===== src/rtl/bdpc_pkg.sv =====
// ----------------------------------------------------------------------------
// bdpc_pkg
// Types and constants shared by the button debounce and press classifier.
// ----------------------------------------------------------------------------
package bdpc_pkg;

   localparam int TimeWidth  = 32;
   localparam int MsWidth    = 16;
   localparam int CsrIdxWidth = 3;

   // register indexes on the csr port
   localparam logic [CsrIdxWidth-1:0] CSR_ACTIVE_LEVEL = 3'd0;
   localparam logic [CsrIdxWidth-1:0] CSR_BOUNCE_MS    = 3'd1;
   localparam logic [CsrIdxWidth-1:0] CSR_SHORT_MS     = 3'd2;
   localparam logic [CsrIdxWidth-1:0] CSR_LONG_MS      = 3'd3;
   localparam logic [CsrIdxWidth-1:0] CSR_REPEAT_MS    = 3'd4;

   // register reset values
   localparam logic               ACTIVE_LEVEL_RST = 1'b0;
   localparam logic [MsWidth-1:0] BOUNCE_MS_RST    = 16'd50;
   localparam logic [MsWidth-1:0] SHORT_MS_RST     = 16'd500;
   localparam logic [MsWidth-1:0] LONG_MS_RST      = 16'd1000;
   localparam logic [MsWidth-1:0] REPEAT_MS_RST    = 16'd200;

   typedef struct packed {
      logic               active_level;
      logic [MsWidth-1:0] bounce_ms;
      logic [MsWidth-1:0] short_ms;
      logic [MsWidth-1:0] long_ms;
      logic [MsWidth-1:0] repeat_ms;
   } cfg_type;

   typedef struct packed {
      logic just_pressed;
      logic just_released;
      logic short_press;
      logic long_press;
      logic repeat_pulse;
   } flags_type;

   typedef struct packed {
      logic                 level;
      logic [TimeWidth-1:0] last_change;
      logic [TimeWidth-1:0] last_repeat;
      flags_type            flags;
   } state_type;

endpackage


===== src/rtl/bdpc_step.sv =====
// ----------------------------------------------------------------------------
// bdpc_step
// Next-state logic for one request: debounce, edge detect, hold classify
// and auto-repeat timing.
// ----------------------------------------------------------------------------
module bdpc_step (
   input  bdpc_pkg::cfg_type                  cfg,
   input  bdpc_pkg::state_type                cur,
   input  logic                               raw_level,
   input  logic [bdpc_pkg::TimeWidth-1:0]     now_ms,
   output bdpc_pkg::state_type                nxt,
   output logic                               pressed
);
   import bdpc_pkg::*;

   logic [TimeWidth-1:0] held;
   logic [TimeWidth-1:0] since_repeat;
   logic                 was_pressed;
   logic                 is_pressed;
   logic                 ignore;

   assign held         = now_ms - cur.last_change;
   assign since_repeat = now_ms - cur.last_repeat;
   assign was_pressed  = (cur.level == cfg.active_level);
   assign is_pressed   = (raw_level == cfg.active_level);
   assign ignore       = (raw_level != cur.level) &&
                         (held < {{(TimeWidth-MsWidth){1'b0}}, cfg.bounce_ms});

   always_comb begin
      nxt = cur;
      if (!ignore) begin
         if (raw_level != cur.level) begin
            nxt.last_change = now_ms;
         end
         nxt.level               = raw_level;
         nxt.flags.just_pressed  = 1'b0;
         nxt.flags.just_released = 1'b0;
         if (!was_pressed && is_pressed) begin
            nxt.flags.just_pressed = 1'b1;
         end else if (was_pressed && !is_pressed) begin
            nxt.flags.just_released = 1'b1;
            // a hold between the two limits keeps the earlier flags
            if (held < {{(TimeWidth-MsWidth){1'b0}}, cfg.short_ms}) begin
               nxt.flags.short_press = 1'b1;
            end else if (held > {{(TimeWidth-MsWidth){1'b0}}, cfg.long_ms}) begin
               nxt.flags.long_press = 1'b1;
            end
         end else if (was_pressed && is_pressed) begin
            if (held > {{(TimeWidth-MsWidth){1'b0}}, cfg.long_ms}) begin
               nxt.flags.repeat_pulse = 1'b0;
               if (since_repeat > {{(TimeWidth-MsWidth){1'b0}}, cfg.repeat_ms}) begin
                  nxt.flags.repeat_pulse = 1'b1;
                  nxt.last_repeat        = now_ms;
               end
            end
         end else begin
            nxt.flags.short_press  = 1'b0;
            nxt.flags.long_press   = 1'b0;
            nxt.flags.repeat_pulse = 1'b0;
         end
      end
   end

   assign pressed = (nxt.level == cfg.active_level);

endmodule


===== src/rtl/button_debounce_press_classifier_unit.sv =====
// ----------------------------------------------------------------------------
// button_debounce_press_classifier_unit
// Debounces a sampled button level and classifies presses.
//
// Usage: each request carries the raw pin level and a wrapping millisecond
// timestamp; every request yields exactly one response with the debounced
// level, the press and release edge flags, the short and long press flags
// and the repeat pulse. Both channels use valid and stall.
// The response is registered at the edge that takes the request, and the
// state is updated at that same edge. Throughput is one request per cycle
// while the response side is not stalled; the only loop is the state
// register through the subtract and compare logic of the step.
// A stall on the response side holds the response register, and the
// request side stalls only while that register is full and stalled.
// Reset (synchronous) loads the register defaults, marks the button as
// released and clears timestamps and flags. The csr port writes one
// register per cycle; writing active_level also marks the button released.
// ----------------------------------------------------------------------------
module button_debounce_press_classifier_unit (
   input  logic                                clock,
   input  logic                                reset,
   input  logic                                req_valid,
   output logic                                req_stall,
   input  logic                                req_raw_level,
   input  logic [bdpc_pkg::TimeWidth-1:0]      req_now_ms,
   output logic                                rsp_valid,
   input  logic                                rsp_stall,
   output logic                                rsp_pressed,
   output logic                                rsp_just_pressed,
   output logic                                rsp_just_released,
   output logic                                rsp_short_press,
   output logic                                rsp_long_press,
   output logic                                rsp_repeat_pulse,
   input  logic                                csr_write,
   input  logic [bdpc_pkg::CsrIdxWidth-1:0]    csr_index,
   input  logic [bdpc_pkg::MsWidth-1:0]        csr_wdata
);
   import bdpc_pkg::*;

   cfg_type   cfg_ff,   cfg_in;
   state_type state_ff, state_in;
   state_type step_nxt;
   logic      step_pressed;
   logic      req_take;
   logic      rsp_valid_ff, rsp_valid_in;
   logic      rsp_pressed_ff, rsp_pressed_in;
   flags_type rsp_flags_ff, rsp_flags_in;

   bdpc_step u_step (
      .cfg       (cfg_ff),
      .cur       (state_ff),
      .raw_level (req_raw_level),
      .now_ms    (req_now_ms),
      .nxt       (step_nxt),
      .pressed   (step_pressed)
   );

   assign req_stall = rsp_valid_ff && rsp_stall;
   assign req_take  = req_valid && !req_stall;

   always_comb begin
      cfg_in   = cfg_ff;
      state_in = state_ff;
      if (req_take) begin
         state_in = step_nxt;
      end
      if (csr_write) begin
         case (csr_index)
            CSR_ACTIVE_LEVEL: begin
               cfg_in.active_level = csr_wdata[0];
               state_in.level      = ~csr_wdata[0];
            end
            CSR_BOUNCE_MS:    cfg_in.bounce_ms = csr_wdata;
            CSR_SHORT_MS:     cfg_in.short_ms  = csr_wdata;
            CSR_LONG_MS:      cfg_in.long_ms   = csr_wdata;
            CSR_REPEAT_MS:    cfg_in.repeat_ms = csr_wdata;
            default: ;  // drop writes beyond the register list
         endcase
      end
   end

   always_comb begin
      rsp_valid_in   = rsp_valid_ff;
      rsp_pressed_in = rsp_pressed_ff;
      rsp_flags_in   = rsp_flags_ff;
      if (req_take) begin
         rsp_valid_in   = 1'b1;
         rsp_pressed_in = step_pressed;
         rsp_flags_in   = step_nxt.flags;
      end else if (!rsp_stall) begin
         rsp_valid_in = 1'b0;
      end
   end

   always_ff @(posedge clock) begin
      if (reset) begin
         cfg_ff.active_level <= ACTIVE_LEVEL_RST;
         cfg_ff.bounce_ms    <= BOUNCE_MS_RST;
         cfg_ff.short_ms     <= SHORT_MS_RST;
         cfg_ff.long_ms      <= LONG_MS_RST;
         cfg_ff.repeat_ms    <= REPEAT_MS_RST;
         state_ff.level       <= ~ACTIVE_LEVEL_RST;
         state_ff.last_change <= '0;
         state_ff.last_repeat <= '0;
         state_ff.flags       <= '0;
         rsp_valid_ff         <= 1'b0;
      end else begin
         cfg_ff       <= cfg_in;
         state_ff     <= state_in;
         rsp_valid_ff <= rsp_valid_in;
      end
   end

   always_ff @(posedge clock) begin
      rsp_pressed_ff <= rsp_pressed_in;
      rsp_flags_ff   <= rsp_flags_in;
   end

   assign rsp_valid         = rsp_valid_ff;
   assign rsp_pressed       = rsp_pressed_ff;
   assign rsp_just_pressed  = rsp_flags_ff.just_pressed;
   assign rsp_just_released = rsp_flags_ff.just_released;
   assign rsp_short_press   = rsp_flags_ff.short_press;
   assign rsp_long_press    = rsp_flags_ff.long_press;
   assign rsp_repeat_pulse  = rsp_flags_ff.repeat_pulse;

   // edges cannot both be reported
   a_one_edge: assert property (@(posedge clock) disable iff (reset)
      rsp_valid_ff |-> !(rsp_flags_ff.just_pressed && rsp_flags_ff.just_released))
      else $error("press and release edge reported together");

   // a taken request always lands in the response register
   a_take_resp: assert property (@(posedge clock) disable iff (reset)
      req_take |=> rsp_valid_ff)
      else $error("request taken without a response");

   // a stalled response is held while no new request can enter
   a_rsp_hold: assert property (@(posedge clock) disable iff (reset)
      (rsp_valid_ff && rsp_stall) |=> (rsp_valid_ff && $stable(rsp_flags_ff)
                                       && $stable(rsp_pressed_ff)))
      else $error("stalled response changed");

   // writing active_level marks the button released
   a_active_write: assert property (@(posedge clock) disable iff (reset)
      (csr_write && csr_index == CSR_ACTIVE_LEVEL) |=>
         (state_ff.level != cfg_ff.active_level))
      else $error("active_level write did not release the button");

endmodule


===== config.mk =====
export PLATFORM = sky130hd
export DESIGN_NAME = button_debounce_press_classifier_unit
export DESIGN_NICKNAME = d
export VERILOG_FILES = /design/src/rtl/bdpc_pkg.sv /design/src/rtl/bdpc_step.sv /design/src/rtl/button_debounce_press_classifier_unit.sv
export SDC_FILE = /design/constraint.sdc
export NUM_CORES = 1
export LEC_CHECK = 0
export BUFFER_PORTS_ARGS = -buffer_cell sky130_fd_sc_hd__buf_2
export CAP_MARGIN = 20
export CORE_ASPECT_RATIO = 0.9
export CORE_MARGIN = 3
export CORE_UTILIZATION = 57
export CTS_CLUSTER_DIAMETER = 50
export DETAILED_ROUTE_END_ITERATION = 8
export PLACE_DENSITY = 0.79
export SYNTH_ARGS = -nofsm -noshare
export SYNTH_HDL_FRONTEND = slang
export SYNTH_SLANG_ARGS = --single-unit

===== constraint.sdc =====
create_clock -name clock -period 6.25 [get_ports clock]
set_clock_uncertainty 0.2 [all_clocks]
set_input_delay 1.875 -clock clock [delete_from_list [all_inputs] [get_ports clock]]
set_output_delay 1.875 -clock clock [all_outputs]
set_load 0.05 [all_outputs]

==> metrics.json, run 1 <==
{
  "timing": {
    "timing.final.hold_violations": 0,
    "slew_viol_final": 0,
    "min_period_over_period": 0.973,
    "finalWorstSetupSlack_ns": 0.169,
    "relSlewSlack": 0.286,
    "achievable-frequency_mhz": 164,
    "hold_slack_ns": 0.254,
    "period_minus_slack_ns": 6.08,
    "worst_pin_slew_ns": 1.07,
    "tns_ns": 0,
    "final-setup-viol-count": 0
  },
  "run": {
    "timing.max_cap.violations": 0
  },
  "global_routing": {
    "grt_start_max_net_pins": 67,
    "grt_util_met3": 0.0513,
    "gr-usage-met1": 0.414,
    "global_route.peak_usage_layer": "met2",
    "track_usage": 0.290,
    "grt_overflow": 0,
    "antenna_found_initial": 0,
    "number_of_global_route_vias_before_repair": 9510,
    "use_met2": 0.451,
    "first_pass_grt_wire_length_um": 47700
  },
  "route": {
    "routed-via-count": 10500,
    "detail-route-antenna-nets": 0,
    "via_per_inst": 5.93,
    "drt-pass1-iter-count": 5,
    "avgRoutedWirePerCell_um": 17.1,
    "dr.first_iter.drc_count": 1004,
    "drc_errors": 0,
    "wl_um": 30300
  },
  "layout": {
    "antenna_cells": 0,
    "post_route_cells_drive_above_1_share": 0.119,
    "layout.cells.most_common_list": "nand2_1 (258), a21oi_1 (139), inv_1 (137), dfxtp_1 (136), ha_1 (128)",
    "finalNetCount": 1699,
    "final_common_cell": "nand2_1",
    "final_core_util": 0.662,
    "layout_area_overhead_pct": 13.1
  },
  "setup_path": {
    "critPathArrivalTime_ns": 6.24,
    "crit-reg2reg-launch": "state_ff[6]",
    "reg2reg_slack_ns": 1.44,
    "critPathMaxFanout": 16,
    "timing.critical_path.from": "req_now_ms[0]",
    "start_kind": "primary input",
    "critPathCaptureType": "register",
    "timing_worst_setup_path_type": "primary input to register",
    "worst-endpoint-required_ns": 6.41
  },
  "clock_network": {
    "worst_setup_hold_path_clk_slew_ns": 0.07,
    "h-tree-depth": 4,
    "numCtsBuffers": 17,
    "numClockSinks": 142,
    "tritoncts": "built",
    "cts_buffer_depth": 2,
    "clk-insertion-delay-late_ns": 0.44,
    "clock-root-buffer": "clkbuf_16"
  },
  "synthesis": {
    "synth-xor-area-share": 0.0388,
    "synth_compound_area_frac": 0.220,
    "synth_edf_count": 6,
    "synthMuxAreaShare": 0.0441,
    "synth_cells": 1431,
    "main_combinational_cell_family_by_area_after_synthesis": "compound AO/OA/AOI/OAI gates",
    "syn-mean-instance-area_um2": 7.58,
    "synth_largest_type_area_fraction": 0.251,
    "async_set_or_reset_flop_fraction_in_the_synthesized_netlist": 0,
    "yosys.area_share.adder": 0.151,
    "post_synth_instance_area_um2": 10800,
    "net_count_of_the_mapped_netlist": 1618,
    "yosys.area_share.simple": 0.202,
    "netlist-cell-type-count": 69,
    "synth-seq-area-share": 0.268,
    "synth_area_leaders": "dfxtp_1 (25%), ha_1 (15%), nand2_1 (8.9%)",
    "synth-warning-count": 0,
    "synthFlopType": "dfxtp_1",
    "synth_top_area_cell": "dfxtp_1",
    "synth-seq-cells": 142
  },
  "power_and_ir_drop": {
    "leak_pwr_uw": 0.00519,
    "powerDensity_nw_per_um2": 231,
    "ir_drop_v": 0.000156,
    "fin_total_pwr_uw": 2830
  },
  "placement": {
    "routabilityCongestion": 0.951,
    "hpwlAfterDp_um": 23200,
    "dpl_worst_slack_ns": -0.268,
    "port_buf_inserts": 64
  },
  "floorplan": {
    "x_dimension_of_the_die_um": 151,
    "initial_utilization": 0.585,
    "standard_cell_row_count": 47,
    "design.die.area_um2": 20700,
    "core_region_area_um2": 18500,
    "die_height_um": 137,
    "ios": 65
  },
  "worst_hold_path": {
    "timing.hold.worst.class": "register to register",
    "holdCritStartpoint": "cfg_ff[63]"
  },
  "status": {
    "status": "finished, final reports clean"
  }
}
## area by class of cell
cell class,count,area [µm²]
fill,1620,6260
tap,245,307
sequential,142,2900
clock buffer,19,433
inverter,138,519
timing repair buffer,126,823
multi-input combinational,1087,7140
clock inverter,13,139
## cell usage after synthesis (all sizes together) (9+ instances only)
library cell	number
nand4	28
a21oi	140
mux2i	41
xor2	24
nand2	258
a31oi	9
xnor2	24
o211ai	39
nor2	72
dfxtp	136
o21ai	74
nand3	45
buf	13
ha	128
o21a	15
nor2b	9
nor3	12
inv	138
a21o	30
o31ai	10
nand2b	18
clkbuf	51
## critical path, cell delays in order
cell       delay, ns
buf_2           0.10
inv_1           0.05
ha_1            0.22
fa_1            0.40
nand2b_1        0.18
a21o_1          0.23
nand2_1         0.09
xor2_1          0.16
ha_1            0.27
nand4_1         0.15
a21oi_1         0.07
a2111oi_1       0.48
o211ai_1        0.17
o31ai_1         0.09
buf_4           0.16
nand4_1         0.07
or4_1           0.56
o31ai_2         0.29
or3_4           0.20
buf_12          0.17
mux2i_2         0.24
## where the power goes
part	internal, µW	total, µW	switching (µW)
sequential	943	958	15.5
combinational	352	862	510
clock	588	1010	420
total	1880	2830	946
## per-layer routing
metal,vias up,share of wire
li1,5186,-
met1,4852,0.45
met2,400,0.45
met3,51,0.082
met4,0,0.017
met5,-,0
## cells by family after synthesis
family / Yosys count
muxes: 47
AOI/OAI and AO/OA: 376
and+or+nand+nor: 486
xor gates and xnor gates: 48
adders and majority gates: 130
buffers and inverters: 202
DFF: 142
## registers in the layout (all words and copies together) (netlist names)
name,cells
state_ff,70
cfg_ff,65
rsp_just_pressed,1
rsp_just_released,1
rsp_long_press,1
rsp_pressed,1
rsp_repeat_pulse,1
rsp_short_press,1
rsp_valid,1
## path summary, 6_finish.rpt
| kind | endpoint | cells past startpoint |
|---|---|---|
| max | state_ff[32] | 21 |
| min reg2reg | cfg_ff[63] | 2 |
| max reg2reg | state_ff[32] | 21 |
| min | cfg_ff[63] | 2 |
## repair_timing
action / 4_1_cts / 5_1_grt
hold buffers: 0 / 0
buffers inserted: 0 / 0
gates resized for setup: 0 / 6
setup endpoints to repair: 0 / 26
## stage by stage
stage	std cells	area, µm²
5_1_grt	1770	12300
3_5_place_dp	1738	11700
3_3_place_gp	1738	11700
6_report	1770	12300
2_1_floorplan	1431	10800
4_1_cts	1770	12200
(Power assumes the default switching activity.)
==> inputs of run 2 (changes only) <==
--- a/config.mk
+++ b/config.mk
@@ -5,12 +5,13 @@
 export SDC_FILE = /design/constraint.sdc
 export NUM_CORES = 1
 export LEC_CHECK = 0
+export ABC_AREA = 1
 export BUFFER_PORTS_ARGS = -buffer_cell sky130_fd_sc_hd__buf_2
 export CAP_MARGIN = 20
 export CORE_ASPECT_RATIO = 0.9
 export CORE_MARGIN = 3
 export CORE_UTILIZATION = 57
-export CTS_CLUSTER_DIAMETER = 50
+export CTS_CLUSTER_DIAMETER = 120
 export DETAILED_ROUTE_END_ITERATION = 8
 export PLACE_DENSITY = 0.79
 export SYNTH_ARGS = -nofsm -noshare
==> run 2 against run 1 <==
Compared with the run above:
- non-clock buffer count is 47 lower
- critical path type unchanged
- register-to-register slack better by 0.19 ns
- highest routed layer unchanged
- cell count is 34% higher
- area after synthesis is 12% higher
- utilization is 2.2 points lower
- clock power is 7% higher
==> metrics.json, run 2 <==
{
  "placement": {
    "dpl_worst_slack": {"value": -0.0275, "unit": "ns", "change": "+0.241 ns"},
    "detailed_place.area": {"value": 12800, "unit": "µm²", "change": "+9.4%"},
    "routabilityCongestion": {"value": 0.982, "change": "+3.2%"},
    "hpwlAfterDp": {"value": 27300, "unit": "µm", "change": "+17%"},
    "dp_cells": {"value": 2337, "change": "+34%"},
    "port_buf_inserts": {"value": 64, "change": "unchanged"}
  },
  "setup_path": {
    "rr_worst_depth": {"value": 20, "change": "-4.8%"},
    "start_kind": "primary input",
    "cp_slowest_cell": "nor2_4",
    "r2r_end": "state_ff[15]",
    "critPathMaxFanout": {"value": 46, "change": "+30"},
    "setup.worst_path.end": "state_ff[15]",
    "critPathCaptureType": "register",
    "crit-reg2reg-launch": "state_ff[45]",
    "worst-endpoint-required": {"value": 6.38, "unit": "ns", "change": "-0.03 ns"},
    "timing.critical_path.slowest_cell_delay": {"value": 0.73, "unit": "ns", "change": "+0.17 ns"},
    "critical_path.cell_chain": "buf_2 > inv_1 > ha_1 > fa_1 > inv_1 > nand3_1 > nand3_1 > xor2_1 > ha_1 > nand2_1 > nor3_1 > nand2_1 > o211ai_1 > nand2_1 > nand3_1 > nand3b_1 > nor2_4 > buf_4 > nand2_1 > nand2_1 > nor2_1",
    "critPathArrivalTime": {"value": 6.07, "unit": "ns", "change": "-0.17 ns"},
    "reg2reg_slack": {"value": 1.63, "unit": "ns", "change": "+0.19 ns"},
    "timing.critical_path.from": "req_now_ms[0]",
    "worst_path_most_repeated_cell": "nand2_1",
    "timing_worst_setup_path_type": "primary input to register"
  },
  "clock_network": {
    "post_cts_resized": {"value": 0, "change": "unchanged"},
    "hold_buffers": {"value": 0, "change": "unchanged"},
    "cts_buffer_depth": {"value": 2, "change": "unchanged"},
    "tritoncts": "built",
    "clock-root-buffer": "clkbuf_16",
    "h-tree-depth": {"value": 4, "change": "unchanged"},
    "worst_setup_hold_path_clk_slew": {"value": 0.07, "unit": "ns", "change": "about the same"},
    "post-cts-setup-buffers": {"value": 0, "change": "unchanged"},
    "numClockSinks": {"value": 142, "change": "unchanged"},
    "numCtsBuffers": {"value": 17, "change": "unchanged"},
    "clk-insertion-delay-late": {"value": 0.44, "unit": "ns", "change": "about the same"}
  },
  "timing": {
    "tns": {"value": 0, "unit": "ns", "change": "unchanged"},
    "period_minus_slack": {"value": 5.94, "unit": "ns", "change": "-0.142 ns"},
    "finalWorstSetupSlack": {"value": 0.311, "unit": "ns", "change": "+0.142 ns"},
    "final-setup-viol-count": {"value": 0, "change": "unchanged"},
    "relSlewSlack": {"value": 0.324, "change": "+0.0383"},
    "achievable-frequency": {"value": 168, "unit": "MHz", "change": "+2.4%"},
    "worst_pin_slew": {"value": 1.01, "unit": "ns", "change": "-0.0552 ns"},
    "rsz0062_at_grt": "no",
    "min_period_over_period": {"value": 0.950, "change": "-0.0228"},
    "timing.final.hold_violations": {"value": 0, "change": "unchanged"},
    "slew_viol_final": {"value": 0, "change": "unchanged"}
  },
  "synthesis": {
    "syn-mean-instance-area": {"value": 6.05, "unit": "µm²", "change": "-20%"},
    "synth_area_leaders": "dfxtp_1 (22%), nand2_1 (19%), ha_1 (13%)",
    "netlist-cell-type-count": {"value": 43, "change": "-38%"},
    "synth-seq-area-share": {"value": 0.239, "change": "-0.0290"},
    "synth-warning-count": {"value": 0, "change": "unchanged"},
    "async_set_or_reset_flop_fraction_in_the_synthesized_netlist": {"value": 0, "change": "unchanged"},
    "net_count_of_the_mapped_netlist": {"value": 2198, "change": "+36%"},
    "yosys.cell_count.top_type": "nand2_1",
    "synth.cells.most_frequent": "nand2_1 (630), inv_1 (387), nor2_1 (207)",
    "synth_top_area_cell": "dfxtp_1",
    "post_synth_instance_area": {"value": 12200, "unit": "µm²", "change": "+12%"},
    "synth-seq-cells": {"value": 142, "change": "unchanged"},
    "synth_edf_count": {"value": 6, "change": "unchanged"},
    "synth_largest_type_area_fraction": {"value": 0.224, "change": "-0.0272"},
    "synth_cells": {"value": 2011, "change": "+41%"},
    "synthFlopType": "dfxtp_1"
  },
  "floorplan": {
    "x_dimension_of_the_die": {"value": 160, "unit": "µm", "change": "+5.7%"},
    "core_region_area": {"value": 20900, "unit": "µm²", "change": "+13%"},
    "die_height": {"value": 145, "unit": "µm", "change": "+5.6%"},
    "initial_utilization": {"value": 0.582, "change": "-0.00343"},
    "standard_cell_row_count": {"value": 50, "change": "+6.4%"},
    "design.die.area": {"value": 23100, "unit": "µm²", "change": "+12%"},
    "ios": {"value": 65, "change": "unchanged"}
  },
  "layout": {
    "largest_registers": "state_ff (70), cfg_ff (65)",
    "layout_area_overhead_pct": 10.1,
    "post_route_cells_drive_above_1_share": {"value": 0.0883, "change": "-0.0310"},
    "layout.cells.most_common_list": "nand2_1 (630), inv_1 (387), nor2_1 (207), dfxtp_1 (136), ha_1 (128)",
    "final_design_area_no_fill": {"value": 13400, "unit": "µm²", "change": "+9.1%"},
    "final_common_cell": "nand2_1",
    "antenna_cells": {"value": 0, "change": "unchanged"},
    "final_core_util": {"value": 0.640, "change": "-0.0219"},
    "multi_input_comb_area": {"value": 7540, "unit": "µm²", "change": "+5.5%"},
    "instances_no_fill": {"value": 2369, "change": "+34%"},
    "finalNetCount": {"value": 2257, "change": "+33%"},
    "largest_register_ff_count": {"value": 70, "change": "unchanged"},
    "top_register": "state_ff",
    "filler_cell_count": {"value": 1950, "change": "+20%"},
    "area.sequential": {"value": 2900, "unit": "µm²", "change": "unchanged"}
  },
  "route": {
    "routed-via-count": {"value": 12400, "change": "+18%"},
    "avgRoutedWirePerCell": {"value": 14.5, "unit": "µm", "change": "-15%"},
    "drc_errors": {"value": 0, "change": "unchanged"},
    "drt-pass1-iter-count": {"value": 7, "change": "+2"},
    "via_per_inst": {"value": 5.24, "change": "-12%"},
    "detail-route-antenna-nets": {"value": 0, "change": "unchanged"},
    "dr.first_iter.drc_count": {"value": 1240, "change": "+24%"},
    "wl": {"value": 34400, "unit": "µm", "change": "+14%"}
  },
  "global_routing": {
    "grt_overflow": {"value": 0, "change": "unchanged"},
    "first_pass_grt_wire_length": {"value": 54600, "unit": "µm", "change": "+14%"},
    "number_of_global_route_vias_before_repair": {"value": 11100, "change": "+17%"},
    "antenna_found_initial": {"value": 0, "change": "unchanged"},
    "track_usage": {"value": 0.292, "change": "+0.00220"},
    "grt_start_max_net_pins": {"value": 67, "change": "unchanged"}
  },
  "status": {
    "status": "finished, final reports clean"
  },
  "power_and_ir_drop": {
    "ir_drop": {"value": 0.000186, "unit": "V", "change": "+19%"},
    "powerDensity": {"value": 226, "unit": "nW/µm²", "change": "-2.2%"},
    "leak_pwr": {"value": 0.00704, "unit": "µW", "change": "+36%"}
  },
  "run": {
    "timing.max_cap.violations": {"value": 0, "change": "unchanged"}
  },
  "worst_hold_path": {
    "timing.hold.worst.class": "register to register"
  }
}
==> run 2: cell count changes after synthesis, sizes merged, moves of 18 or more <==
cell and change:
mux2i -41, o211ai -26, nand2b -18, nand2 +385, nor2 +144, nand3 +59, a21o -26, clkbuf -24
inv +266
==> run 2: cell type report <==
cell class | count | area share
inverter | 407 | 0.114
clock inverter | 15 | 0.0147
multi-input combinational | 1423 | 0.563
sequential | 142 | 0.217
timing repair buffer | 79 | 0.0324
clock buffer | 17 | 0.0318
tap | 286 | 0.0267
==> run 2: cells by family (layout without fill, tap and decap cells) <==
group / Yosys count / after routing / share of synthesized area
buffers and inverters: 446 / 518 / 0.143
AOI/OAI and AO/OA: 250 / 250 / 0.119
xor gates and xnor gates: 34 / 34 / 0.0245
DFF: 142 / 142 / 0.239
adders and majority gates: 130 / 130 / 0.135
and+or+nand+nor: 1009 / 1009 / 0.340
==> run 2: routing by layer <==
metal,vias to the layer above,part of all wire,global-route usage
met5,-,0,0
met4,0,0.021,0.0790
met3,78,0.069,0.0347
met2,417,0.45,0.487
met1,5574,0.46,0.403
li1,6333,-,-
==> run 2: worst min-delay path by stage <==
stage,from,to,slack (ns),depth (start not counted)
2_1_floorplan,cfg_ff[14],cfg_ff[14],0.24,2
3_3_place_gp,cfg_ff[33],cfg_ff[33],0.25,2
3_5_place_dp,cfg_ff[47],cfg_ff[47],0.25,2
4_1_cts,cfg_ff[47],cfg_ff[47],0.26,2
5_1_grt,state_ff[67],state_ff[67],0.28,2
6_report,cfg_ff[47],cfg_ff[47],0.26,2
==> run 2: worst max-delay path: cells and delay by family <==
| kind | cells | cell delay (ns) |
|---|---|---|
| buffers and inverters | 4 | 0.67 |
| AND/OR/NAND/NOR | 12 | 2.09 |
| adder cells (fa/ha/maj) | 3 | 0.90 |
| XOR/XNOR | 1 | 0.44 |
| AO/OA/AOI/OAI | 1 | 0.09 |
==> run 2: metrics by stage <==
stage | power, µW | hold WS [ns]
after floorplan | 1680 | 0.235
after global placement | 1910 | 0.246
after detailed placement | 1930 | 0.254
after CTS | 3010 | 0.263
after global routing | 3190 | 0.279
final | 3020 | 0.261
==> run 2: power breakdown <==
group / internal, µW / switching [µW] / total (µW)
registers: 951 / 18.8 / 970
clock network: 579 / 499 / 1080
logic: 336 / 635 / 971
==> inputs of run 3 (changes only) <==
--- a/config.mk
+++ b/config.mk
@@ -13,6 +13,7 @@
 export CORE_UTILIZATION = 57
 export CTS_CLUSTER_DIAMETER = 120
 export DETAILED_ROUTE_END_ITERATION = 8
+export MAX_ROUTING_LAYER = met4
 export PLACE_DENSITY = 0.79
 export SYNTH_ARGS = -nofsm -noshare
 export SYNTH_HDL_FRONTEND = slang
==> run 3 against run 2 <==
Compared with the run above:
- sequential share of layout area is essentially flat
- non-clock buffer count grew 1
- first-iteration DRC count shrank 20%
- worst setup slack gained 0.053 ns
- flip-flop and latch count is the same
- wire length shrank 0.12%
- design area shrank 0.18%
- clock-buffer cell count is the same
- hold slack gained 0.0074 ns
- combinational power is essentially flat
==> metrics.json, run 3 (synthesized netlist as in run 2, its figures left out) <==
{
  "clock_network": {
    "numClockSinks": {"value": 142, "change": "unchanged"},
    "h-tree-depth": {"value": 4, "change": "unchanged"},
    "post_cts_resized": {"value": 0, "change": "unchanged"},
    "cts_buffer_depth": {"value": 2, "change": "unchanged"},
    "numCtsBuffers": {"value": 17, "change": "unchanged"},
    "post-cts-setup-buffers": {"value": 0, "change": "unchanged"},
    "clock-root-buffer": "clkbuf_16",
    "worst_setup_hold_path_clk_slew": {"value": 0.07, "unit": "ns", "change": "about the same"},
    "hold_buffers": {"value": 0, "change": "unchanged"},
    "clk-insertion-delay-late": {"value": 0.44, "unit": "ns", "change": "about the same"},
    "tritoncts": "built"
  },
  "setup_path": {
    "timing_worst_setup_path_type": "primary input to register",
    "critical_path.cell_chain": "buf_2 > inv_1 > ha_1 > fa_1 > inv_1 > nand3_1 > nand3_1 > xor2_1 > ha_1 > nand2_1 > nor3_1 > nand2_1 > o211ai_1 > nand2_1 > nand3_1 > nand3b_1 > nor2_4 > buf_4 > nand2_1 > nand2_1 > nor2_1",
    "cp.buffers_inverters": {"value": 4, "change": "unchanged"},
    "cp_slowest_cell": "nor2_4",
    "worst_path_most_repeated_cell": "nand2_1",
    "worst-endpoint-required": {"value": 6.38, "unit": "ns", "change": "about the same"},
    "start_kind": "primary input",
    "critPathMaxFanout": {"value": 46, "change": "unchanged"},
    "timing.critical_path.slowest_cell_delay": {"value": 0.78, "unit": "ns", "change": "+0.05 ns"},
    "critPathCaptureType": "register",
    "cp_top_family": "simple AND/OR/NAND/NOR gates",
    "reg2reg_slack": {"value": 1.65, "unit": "ns", "change": "+0.02 ns"},
    "critPathArrivalTime": {"value": 6.02, "unit": "ns", "change": "-0.05 ns"}
  },
  "layout": {
    "final_design_area_no_fill": {"value": 13400, "unit": "µm²", "change": "-0.18%"},
    "antenna_cells": {"value": 0, "change": "unchanged"},
    "largest_registers": "state_ff (70), cfg_ff (65)",
    "largest_register_ff_count": {"value": 70, "change": "unchanged"},
    "final_common_cell": "nand2_1",
    "final_core_util": {"value": 0.639, "change": "-0.00114"},
    "layout_area_overhead_pct": 9.86,
    "finalNetCount": {"value": 2258, "change": "+0.044%"},
    "top_register": "state_ff",
    "post_route_cells_drive_above_1_share": {"value": 0.0888, "change": "+0.000437"},
    "layout.cells.most_common_list": "nand2_1 (630), inv_1 (387), nor2_1 (207), dfxtp_1 (136), ha_1 (128)"
  },
  "floorplan": {
    "core_region_area": {"value": 20900, "unit": "µm²", "change": "unchanged"},
    "x_dimension_of_the_die": {"value": 160, "unit": "µm", "change": "unchanged"},
    "die_height": {"value": 145, "unit": "µm", "change": "unchanged"},
    "ios": {"value": 65, "change": "unchanged"},
    "standard_cell_row_count": {"value": 50, "change": "unchanged"},
    "design.die.area": {"value": 23100, "unit": "µm²", "change": "unchanged"},
    "initial_utilization": {"value": 0.582, "change": "unchanged"}
  },
  "timing": {
    "rsz0062_at_grt": "no",
    "relSlewSlack": {"value": 0.331, "change": "+0.00631"},
    "worst_pin_slew": {"value": 1.00, "unit": "ns", "change": "-0.0118 ns"},
    "tns": {"value": 0, "unit": "ns", "change": "unchanged"},
    "min_period_over_period": {"value": 0.942, "change": "-0.00846"},
    "achievable-frequency": {"value": 170, "unit": "MHz", "change": "+0.90%"},
    "slew_viol_final": {"value": 0, "change": "unchanged"},
    "final-setup-viol-count": {"value": 0, "change": "unchanged"},
    "period_minus_slack": {"value": 5.89, "unit": "ns", "change": "-0.0529 ns"},
    "timing.final.hold_violations": {"value": 0, "change": "unchanged"}
  },
  "route": {
    "routed-via-count": {"value": 12200, "change": "-1.6%"},
    "detail-route-antenna-nets": {"value": 0, "change": "unchanged"},
    "drc_errors": {"value": 0, "change": "unchanged"},
    "avgRoutedWirePerCell": {"value": 14.5, "unit": "µm", "change": "-0.16%"},
    "dr.first_iter.drc_count": {"value": 986, "change": "-20%"},
    "drt-pass1-iter-count": {"value": 6, "change": "-1"},
    "wl": {"value": 34300, "unit": "µm", "change": "-0.12%"},
    "via_per_inst": {"value": 5.15, "change": "-1.6%"}
  },
  "global_routing": {
    "antenna_found_initial": {"value": 0, "change": "unchanged"},
    "track_usage": {"value": 0.304, "change": "+0.0117"},
    "first_pass_grt_wire_length": {"value": 54800, "unit": "µm", "change": "+0.20%"},
    "grt_start_max_net_pins": {"value": 49, "change": "-27%"},
    "number_of_global_route_vias_before_repair": {"value": 11100, "change": "+0.045%"},
    "grt_overflow": {"value": 0, "change": "unchanged"}
  },
  "placement": {
    "routabilityCongestion": {"value": 0.972, "change": "-0.97%"},
    "port_buf_inserts": {"value": 64, "change": "unchanged"},
    "hpwlAfterDp": {"value": 27300, "unit": "µm", "change": "+0.11%"},
    "detailed_place.area": {"value": 12800, "unit": "µm²", "change": "about the same"}
  },
  "power_and_ir_drop": {
    "leak_pwr": {"value": 0.00704, "unit": "µW", "change": "about the same"},
    "powerDensity": {"value": 223, "unit": "nW/µm²", "change": "-1.0%"},
    "ir_drop": {"value": 0.000164, "unit": "V", "change": "-12%"}
  },
  "status": {
    "status": "finished, final reports clean"
  },
  "worst_hold_path": {
    "timing.hold.worst.class": "register to register"
  },
  "run": {
    "timing.max_cap.violations": {"value": 0, "change": "unchanged"}
  }
}
==> run 3: worst register-to-register path, stage by stage, from the launching register on <==
cell and delay [ns]:
dfxtp_1 0.36, inv_1 0.06, ha_1 0.38, nand2_1 0.17, nor2_2 0.23, and2_1 0.18, nand2_1 0.06, nand2_1 0.11
xor2_1 0.24, ha_1 0.18, nand4_1 0.14, nor3_1 0.26, nand2_1 0.10, o211ai_1 0.09, nand2_1 0.14, nand3_1 0.15
nand3b_1 0.14, nor2_4 0.78, buf_4 0.33, nand2_1 0.08, nand2_1 0.06, nor2_1 0.05
==> run 3: area by class of cell <==
class | count | area (µm²)
Clock buffer | 17 | 425
Clock inverter | 15 | 165
Fill cell | 2037 | 7540
Inverter | 407 | 1530
Multi-Input combinational cell | 1423 | 7540
Sequential cell | 142 | 2900
Tap cell | 286 | 358
Timing Repair Buffer | 80 | 440
==> run 3: routing by layer <==
layer | vias up | share of wire | global-route usage
met2 | 350 | 0.45 | 0.487
li1 | 6337 | - | -
met4 | 0 | 0.017 | 0.0694
met1 | 5478 | 0.47 | 0.408
met3 | 44 | 0.061 | 0.0455
met5 | - | 0 | -
==> run 3: stage by stage <==
stage	setup slack (ns)	hold slack, ns	cells	total power [µW]
detailed placement	0.0504	0.256	2338	1940
floorplan	1.28	0.235	2011	1680
CTS	0.461	0.269	2370	2980
global route	0.0506	0.285	2370	3160
global placement	0.150	0.244	2338	1920
finish	0.364	0.268	2370	2980
==> run 3: final timing paths <==
path,cells past startpoint,start,to
min,2,state_ff[64],state_ff[64]
max reg2reg,21,state_ff[49],state_ff[11]
max,21,req_now_ms[0],state_ff[11]
min reg2reg,2,state_ff[64],state_ff[64]
==> run 3: where the power goes <==
| group | internal, µW | switching (µW) |
|---|---|---|
| sequential | 951 | 19.0 |
| combinational | 337 | 633 |
| clock | 539 | 505 |
